File: config.mk
export PLATFORM = sky130hd
export DESIGN_NAME = pisd_front_flat
export DESIGN_NICKNAME = d
export VERILOG_FILES = /design/src/sv/pisd_pkg.sv /design/src/sv/pisd_in_if.sv /design/src/sv/pisd_front.sv /design/src/flat_wrapper.sv
export SDC_FILE = /design/constraint.sdc
export NUM_CORES = 1
export LEC_CHECK = 0
export BUFFER_PORTS_ARGS = -buffer_cell sky130_fd_sc_hd__buf_2
export CAP_MARGIN = 20
export CORE_UTILIZATION = 47
export CTS_CLUSTER_DIAMETER = 150
export CTS_CLUSTER_SIZE = 12
export DETAILED_ROUTE_END_ITERATION = 8
export GPL_TIMING_DRIVEN = 0
export PLACE_DENSITY = 0.86
export SYNTH_ARGS = -nofsm -noshare
export SYNTH_HDL_FRONTEND = slang
export SYNTH_SLANG_ARGS = --single-unit
File: constraint.sdc
create_clock -name i_clk -period 2 [get_ports i_clk]
set_input_delay 0.1 -clock i_clk [delete_from_list [all_inputs] [get_ports i_clk]]
set_output_delay 0.1 -clock i_clk [all_outputs]
set_load 0.01 [all_outputs]
File: src/sv/pisd_pkg.sv
// Shared types, constants and helper functions of the packed index symbol decoder.
package pisd_pkg;

    localparam int TABLE_DEPTH   = 4096;
    localparam int TABLE_ADDR_W  = $clog2(TABLE_DEPTH);
    localparam int CODE_BITS_MAX = 12;
    localparam int CODE_W        = 12;
    localparam int ENTRY_W       = 32;
    localparam int BYTE_W        = 8;
    localparam int COUNT_W       = 3;
    localparam int BUF_W         = 24;
    localparam int BCNT_W        = 5;
    localparam int QUEUE_DEPTH   = 2;
    localparam int QPTR_W        = $clog2(QUEUE_DEPTH);
    localparam int QCNT_W        = $clog2(QUEUE_DEPTH + 1);

    // Configuration port.
    localparam int CFG_IDX_W  = 1;
    localparam int CFG_DATA_W = 4;
    localparam logic [CFG_IDX_W-1:0] REG_CODE_BITS = 1'b0;
    localparam logic [CFG_IDX_W-1:0] REG_OUT_FMT   = 1'b1;

    // Output formats.
    localparam logic [2:0] FMT_SINGLE   = 3'd0;
    localparam logic [2:0] FMT_UTF8     = 3'd1;
    localparam logic [2:0] FMT_UTF16_BE = 3'd2;
    localparam logic [2:0] FMT_UTF16_LE = 3'd3;
    localparam logic [2:0] FMT_QUAD     = 3'd4;

    localparam logic [15:0] SURR_LOW  = 16'hD800;
    localparam logic [15:0] SURR_HIGH = 16'hDFFF;

    typedef enum logic {
        KIND_LOAD = 1'b0,
        KIND_DATA = 1'b1
    } t_kind;

    typedef struct packed {
        t_kind                kind;
        logic [CODE_W-1:0]    index;
        logic [ENTRY_W-1:0]   word;
    } t_cmd;

    typedef struct packed {
        logic       clear;
        logic [3:0] code_bits;
        logic [2:0] out_fmt;
    } t_cfg;

    typedef enum logic {
        ST_IDLE    = 1'b0,
        ST_EXTRACT = 1'b1
    } t_bstate;

    // Clamp the programmed width into 1..CODE_BITS_MAX.
    function automatic logic [3:0] eff_width(input logic [3:0] code_bits);
        logic [3:0] w;
        w = code_bits;
        if (w == 4'd0) begin
            w = 4'd1;
        end else if (w > 4'(CODE_BITS_MAX)) begin
            w = 4'(CODE_BITS_MAX);
        end
        return w;
    endfunction

    function automatic logic [COUNT_W-1:0] utf8_len(input logic [7:0] lead);
        logic [COUNT_W-1:0] n;
        if (lead[7] == 1'b0) begin
            n = 3'd1;
        end else if (lead[7:5] == 3'b110) begin
            n = 3'd2;
        end else if (lead[7:4] == 4'b1110) begin
            n = 3'd3;
        end else if (lead[7:3] == 5'b11110) begin
            n = 3'd4;
        end else begin
            n = 3'd0;
        end
        return n;
    endfunction

    function automatic logic [COUNT_W-1:0] byte_count_for(
        input logic [2:0]         fmt,
        input logic [ENTRY_W-1:0] entry
    );
        logic [15:0]        word;
        logic [COUNT_W-1:0] n;
        word = (fmt == FMT_UTF16_BE) ? {entry[7:0], entry[15:8]} : entry[15:0];
        unique case (fmt)
            FMT_SINGLE: n = 3'd1;
            FMT_UTF8:   n = utf8_len(entry[7:0]);
            FMT_UTF16_BE, FMT_UTF16_LE: begin
                n = (word >= SURR_LOW && word <= SURR_HIGH) ? 3'd4 : 3'd2;
            end
            FMT_QUAD:   n = 3'd4;
            default:    n = 3'd0;
        endcase
        return n;
    endfunction

endpackage

File: src/sv/pisd_in_if.sv
// Request channel of the decoder: table loads and packed data bytes.
interface pisd_in_if;
    import pisd_pkg::*;

    logic                valid;
    logic                ready;
    logic                mode;
    logic [CODE_W-1:0]   entry_index;
    logic [ENTRY_W-1:0]  entry_word;
    logic [BYTE_W-1:0]   data_byte;

    modport source (output valid, mode, entry_index, entry_word, data_byte, input ready);
    modport sink   (input valid, mode, entry_index, entry_word, data_byte, output ready);
endinterface

File: src/sv/pisd_front.sv
// Front end: accepts requests, classifies them and queues them for the back end.
module pisd_front import pisd_pkg::*; (
    input  logic        i_clk,
    input  logic        i_rst_n,
    pisd_in_if.sink     i_in,
    output logic        o_cmd_valid,
    output t_cmd        o_cmd,
    input  logic        i_cmd_pop
);

    t_cmd              r_q [QUEUE_DEPTH];
    logic [QPTR_W-1:0] r_wp;
    logic [QPTR_W-1:0] r_rp;
    logic [QCNT_W-1:0] r_cnt;
    t_cmd              w_cmd;
    logic              w_push;
    logic              w_pop;

    // A data byte rides in the low bits of the word field.
    always_comb begin
        if (i_in.mode) begin
            w_cmd.kind  = KIND_DATA;
            w_cmd.index = '0;
            w_cmd.word  = {{(ENTRY_W-BYTE_W){1'b0}}, i_in.data_byte};
        end else begin
            w_cmd.kind  = KIND_LOAD;
            w_cmd.index = i_in.entry_index;
            w_cmd.word  = i_in.entry_word;
        end
    end

    assign i_in.ready  = (r_cnt != QCNT_W'(QUEUE_DEPTH));
    assign w_push      = i_in.valid && i_in.ready;
    assign w_pop       = i_cmd_pop && (r_cnt != '0);
    assign o_cmd_valid = (r_cnt != '0);
    assign o_cmd       = r_q[r_rp];

    always_ff @(posedge i_clk) begin
        if (!i_rst_n) begin
            r_wp  <= '0;
            r_rp  <= '0;
            r_cnt <= '0;
        end else begin
            if (w_push) begin
                r_wp <= r_wp + 1'b1;
            end
            if (w_pop) begin
                r_rp <= r_rp + 1'b1;
            end
            if (w_push && !w_pop) begin
                r_cnt <= r_cnt + 1'b1;
            end else if (w_pop && !w_push) begin
                r_cnt <= r_cnt - 1'b1;
            end
        end
    end

    always_ff @(posedge i_clk) begin
        if (w_push) begin
            r_q[r_wp] <= w_cmd;
        end
    end

endmodule

File: src/flat_wrapper.sv
// flat-port wrapper written by rule: the top's interface ports become plain ports
module pisd_front_flat import pisd_pkg::*;
  (i_clk, i_rst_n, o_cmd_valid, o_cmd, i_cmd_pop, i_in_valid, i_in_mode, i_in_entry_index, i_in_entry_word, i_in_data_byte, i_in_ready);
  pisd_in_if i_in_i ();
  input  logic i_clk;
  input  logic i_rst_n;
  output logic o_cmd_valid;
  output t_cmd o_cmd;
  input  logic i_cmd_pop;
  input wire logic [$bits(i_in_i.valid)-1:0] i_in_valid;
  input wire logic [$bits(i_in_i.mode)-1:0] i_in_mode;
  input wire logic [$bits(i_in_i.entry_index)-1:0] i_in_entry_index;
  input wire logic [$bits(i_in_i.entry_word)-1:0] i_in_entry_word;
  input wire logic [$bits(i_in_i.data_byte)-1:0] i_in_data_byte;
  output wire logic [$bits(i_in_i.ready)-1:0] i_in_ready;
  assign i_in_i.valid = i_in_valid;
  assign i_in_i.mode = i_in_mode;
  assign i_in_i.entry_index = i_in_entry_index;
  assign i_in_i.entry_word = i_in_entry_word;
  assign i_in_i.data_byte = i_in_data_byte;
  assign i_in_ready = i_in_i.ready;
  pisd_front u_core (.i_clk(i_clk), .i_rst_n(i_rst_n), .i_in(i_in_i), .o_cmd_valid(o_cmd_valid), .o_cmd(o_cmd), .i_cmd_pop(i_cmd_pop));
endmodule
# Word level (Yosys, flattened, before mapping)

Memories as Yosys holds them, arrays and structs flattened. A register that Yosys moved wholly into a read port is not among the register bits.
Cells that the tools add are included.

Muxes and demuxes: 7
Equality and inequality tests: 1
Reductions and logical operators: 8
Add/sub/neg operators: 4

Operators with widths:

| cell                                                               | number |
|---|---|
| 45-bit two-way mux                                                 | 1 |
| 1-bit logical AND                                                  | 4 |
| 1-bit two-way mux                                                  | 4 |
| 2-bit two-way mux                                                  | 2 |
| 2-bit nonzero test                                                 | 2 |
| 1-bit adder, second input constant                                 | 2 |
| 2-bit by 1-bit adder with 2-bit output, second input constant      | 1 |
| 1-bit logical NOT                                                  | 2 |
| 2-bit inequality test, second input constant                       | 1 |
| 2-bit by 1-bit subtractor with 2-bit output, second input constant | 1 |

Logic and storage cells: 24
RAM bits: 90
Memories: 1
Output and inout port bits: 47
Input bits: 57
Register bits after elaboration: 4

Memories:

| memory     | words | bits a word | read ports | clocked after Yosys merged registers in | write ports | RTL line         | text |
|---|---|---|---|---|---|---|---|
| u_core.r_q | 2     | 45          | 1          | 1                                       | 1           | pisd_front.sv:11 | `t_cmd r_q [QUEUE_DEPTH];` |

# Logic depth before layout (Yosys ltp)

Depth after elaboration: 6
Mapped depth: 6

# Least setup slack after synthesis

No wires, ideal clock.

Path kind: register to register
Start: register u_core.r_cnt[0]
End: memory u_core.r_q[1][0] (netlist bit), enable pin
Cell stages (with the launch flop): 3
Slack: -0.108 ns
Required time: 1.593 ns
Period minus slack after synthesis: 2.108 ns
Buffers on the path: 0
Arrival: 1.701 ns
Cell sequence: dfxtp_1 -> nand2b_4 -> and3_1

Longest elaborated chain between the ends: 4

Ends and longest elaborated chain:

| element                                 | RTL line           | text |
|---|---|---|
| start, declared                         | pisd_front.sv:14   | `logic [QCNT_W-1:0] r_cnt;` |
| start signal, assigned                  | pisd_front.sv:51   | `r_cnt <= r_cnt + 1'b1;` |
| start signal, assigned                  | pisd_front.sv:53   | `r_cnt <= r_cnt - 1'b1;` |
| 2-bit inequality test                   | pisd_front.sv:32   | `assign i_in.ready = (r_cnt != QCNT_W'(QUEUE_DEPTH));` |
| net i_in_ready                          | flat_wrapper.sv:15 | `output wire logic [$bits(i_in_i.ready)-1:0] i_in_ready;` |
| 1-bit logical AND                       | pisd_front.sv:33   | `assign w_push = i_in.valid && i_in.ready;` |
| 1-bit two-way mux                       | pisd_front.sv:59   | `if (w_push) begin` |
| 1-bit two-way mux (implied by the code) | pisd_front.sv:60   | `r_q[r_wp] <= w_cmd;` |
| end, declared                           | pisd_front.sv:11   |  |

The timed path passes the listed nets, and every way through them passes these cells.

==> flow_summary.json <==
{
  "gr-usage-all-layers": 0.1641,
  "gp_congestion": 0.6594,
  "worstSkewPairLatency_ps": 340,
  "area_growth_pct": 22.80,
  "synth_nets": 271,
  "htree_levels": 3,
  "core-area_um2": 7807,
  "die_area_um2": 8479,
  "combPwrFrac": 0.287,
  "path_class": "register to output pin",
  "crit_slowest_cell": "mux2_2",
  "finalHoldViolCount": 0,
  "end_kind": "output pin",
  "hold_start": "i_in_entry_word[7]",
  "routed_wl_um": 6613,
  "grt_first_pass_wirelength_um": 10400,
  "p_seq_frac": 0.504,
  "total_power_mw": 5.118,
  "r2r_end": "u_core.r_q[1][33]",
  "start_util": 0.4885,
  "fin_setup_tns_ps": 0,
  "synth_area_um2": 3814,
  "worst_ep_arrival_time_ps": 1700,
  "numCtsBuffers": 9,
  "hpwl_um": 4428,
  "viasPerCell": 4.900,
  "cts_root_buf": "clkbuf_8",
  "internal_power_mw": 3.671,
  "final-seq-area_um2": 2803,
  "r2r-start": "u_core.r_cnt[0]",
  "fillers": 623,
  "drv_slew": 0,
  "power_density_nw_per_um2": 1093,
  "yosysUniqueCellTypes": 21,
  "power.switching_mw": 1.448,
  "vias": 2146,
  "max-cap-violations": 0,
  "drt_first_pass_iters": 4,
  "clkSlewWorstSetupHoldPaths_ps": 90,
  "first_global_vias": 2207,
  "netSwitchingFraction": 0.2828,
  "antenna_cells": 0,
  "p_leak_nw": 1.796,
  "crit_chain": "buf_2 -> buf_2 -> mux2_2 -> buf_2",
  "ys.warnings.count": 0,
  "antenna_found_initial": 0,
  "peakVddDrop_uv": 809.9,
  "drtIter0Drc": 79,
  "async_flop_share": 0,
  "ys_ff_latch": 95,
  "fmax_ghz": 0.5548,
  "rsz0062_at_grt": "no",
  "clock-sinks": 95,
  "maxSlewHeadroom": 0.6678,
  "rows": 32,
  "synth_edf_count": 90,
  "period_share": 0.9013,
  "multi_input_area_um2": 962.2,
  "hold_class": "primary input to register",
  "placed_area_um2": 4478,
  "num_io_pins": 104,
  "finalInstanceArea_um2": 4683,
  "post-route-min-period_ps": 1803,
  "finish.utilization": 0.5998,
  "ff2ff_path_depth": 3,
  "start_kind": "register",
  "die_x_um": 92.08,
  "final_common_cell": "buf_2",
  "cts_tree": "built",
  "worst_pin_slew_ps": 498.3,
  "nNetsFinal": 389,
  "run_status": "finished clean",
  "crit_path_max_incr_delay_ps": 380,
  "ys.flop_type": "edfxtp_1",
  "final_cell_mix": "buf_2, edfxtp_1, mux2_2, nor2b_1, clkbuf_8",
  "cts_max_path_buffers": 2,
  "crit_required_ps": 1900,
  "clkPwrFrac": 0.209,
  "seq_area_frac_synth": 0.7349,
  "fin_skew_ps": 12.86,
  "ant_nets": 0,
  "post_cts_buffers": 0,
  "overflow": 0,
  "hold_path_depth": 2,
  "synthCells": 213,
  "r2r_slack_ps": 310,
  "port_buffers": 103,
  "syn_avg_cell_area_um2": 17.90,
  "die_h_um": 92.08,
  "setup_viol": 0,
  "hold_end": "u_core.r_q[0][7]",
  "grt_max_degree": 46,
  "drive_above_1_share": 0.5476,
  "post-place-ws_ps": 68.35,
  "cp_max_fo": 10,
  "finalWorstSetupSlack_ps": 197.4,
  "drc_errors": 0,
  "routedWlPerCell_um": 15.10,
  "cp_common_cell": "buf_2"
}
[timing repair]
item	4_1_cts	5_1_grt
endpoints found under the hold margin	5	0
hold buffers	2	0
endpoints found under the setup margin	0	0
gates resized for setup	0	0
[flip-flops by register name (all words and copies together), names as in the netlist, named ones only]
signal	count
u_core.r_cnt	2
u_core.r_q	90
u_core.r_rp	1
u_core.r_wp	1
[power groups by stage]
stage                     sequential [mW]  combinational (mW)  clock, mW
final                                2.58                1.47       1.07
after global routing                 2.61                1.59       1.19
after CTS                            2.59                1.49       1.11
after detailed placement             2.63                1.47          0
after global placement               2.62                1.43          0
after floorplan                      2.61               0.947          0
[metal layers]
layer / routed length, um / GRT usage / share of wire / vias to the layer above
li1: - / - / - / 1030
met1: 2734 / 0.1950 / 0.41 / 1044
met2: 3509 / 0.2985 / 0.53 / 67
met3: 311 / 0.02985 / 0.047 / 5
met4: 58 / 0.05469 / 0.0088 / 0
met5: 0 / 0 / 0 / -
[cells by family after synthesis]
kind of cell / count (synthesis) / synth area share
flops: 95 / 0.7349
xor+xnor: 3 / 0.006891
compound gates: 5 / 0.009185
mux: 53 / 0.1565
simple gates: 45 / 0.07612
fa+ha+maj: 1 / 0.003280
buf+inv: 11 / 0.01312
[through the flow]
step,hold slack (ps),cells
final,70.12,438
after global routing,56.99,438
after CTS,47.54,437
after detailed placement,310.4,419
after global placement,300.0,418
after floorplan,198.9,213
[Yosys cell counts (2+ instances only)]
cell      count  area (um2)
and2_1        4       25.02
buf_2         7       35.03
clkbuf_1      3       11.26
dfxtp_1       5       100.1
edfxtp_1     90        2703
mux2_2       53       596.8
nor2b_1      36       225.2
xnor2_1       2       17.52
[worst max-delay path: cells and delay by family (launching register included)]
kind     cells  cell delay (ps)
buf+inv      3              670
mux          1              380
flops        1              310
[worst max-delay path by stage]
stage | from | depth (start not counted) | slack [ps] | to
CTS | u_core.r_cnt[0] | 2 | 40 | u_core.r_q[1][23]
floorplan | u_core.r_cnt[0] | 3 | 60 | u_core.r_q[0][0]
global placement | u_core.r_cnt[0] | 3 | -450 | u_core.r_q[0][21]
detailed placement | u_core.r_cnt[0] | 2 | 70 | u_core.r_q[1][16]
finish | register | 4 | 200 | o_cmd[28]
global route | register | 4 | 90 | o_cmd[28]
[area by class of cell]
class                      instances  share of cell area
buffer                            10            0.009885
inverter                           1           0.0008015
multi-input combinational        107              0.2055
tap                              102             0.02725
timing repair buffer             107              0.1229
clock buffer                      10             0.02725
sequential                        95              0.5985
clock inverter                     6            0.008015
Note: power is estimated with default switching activity, not from simulation.
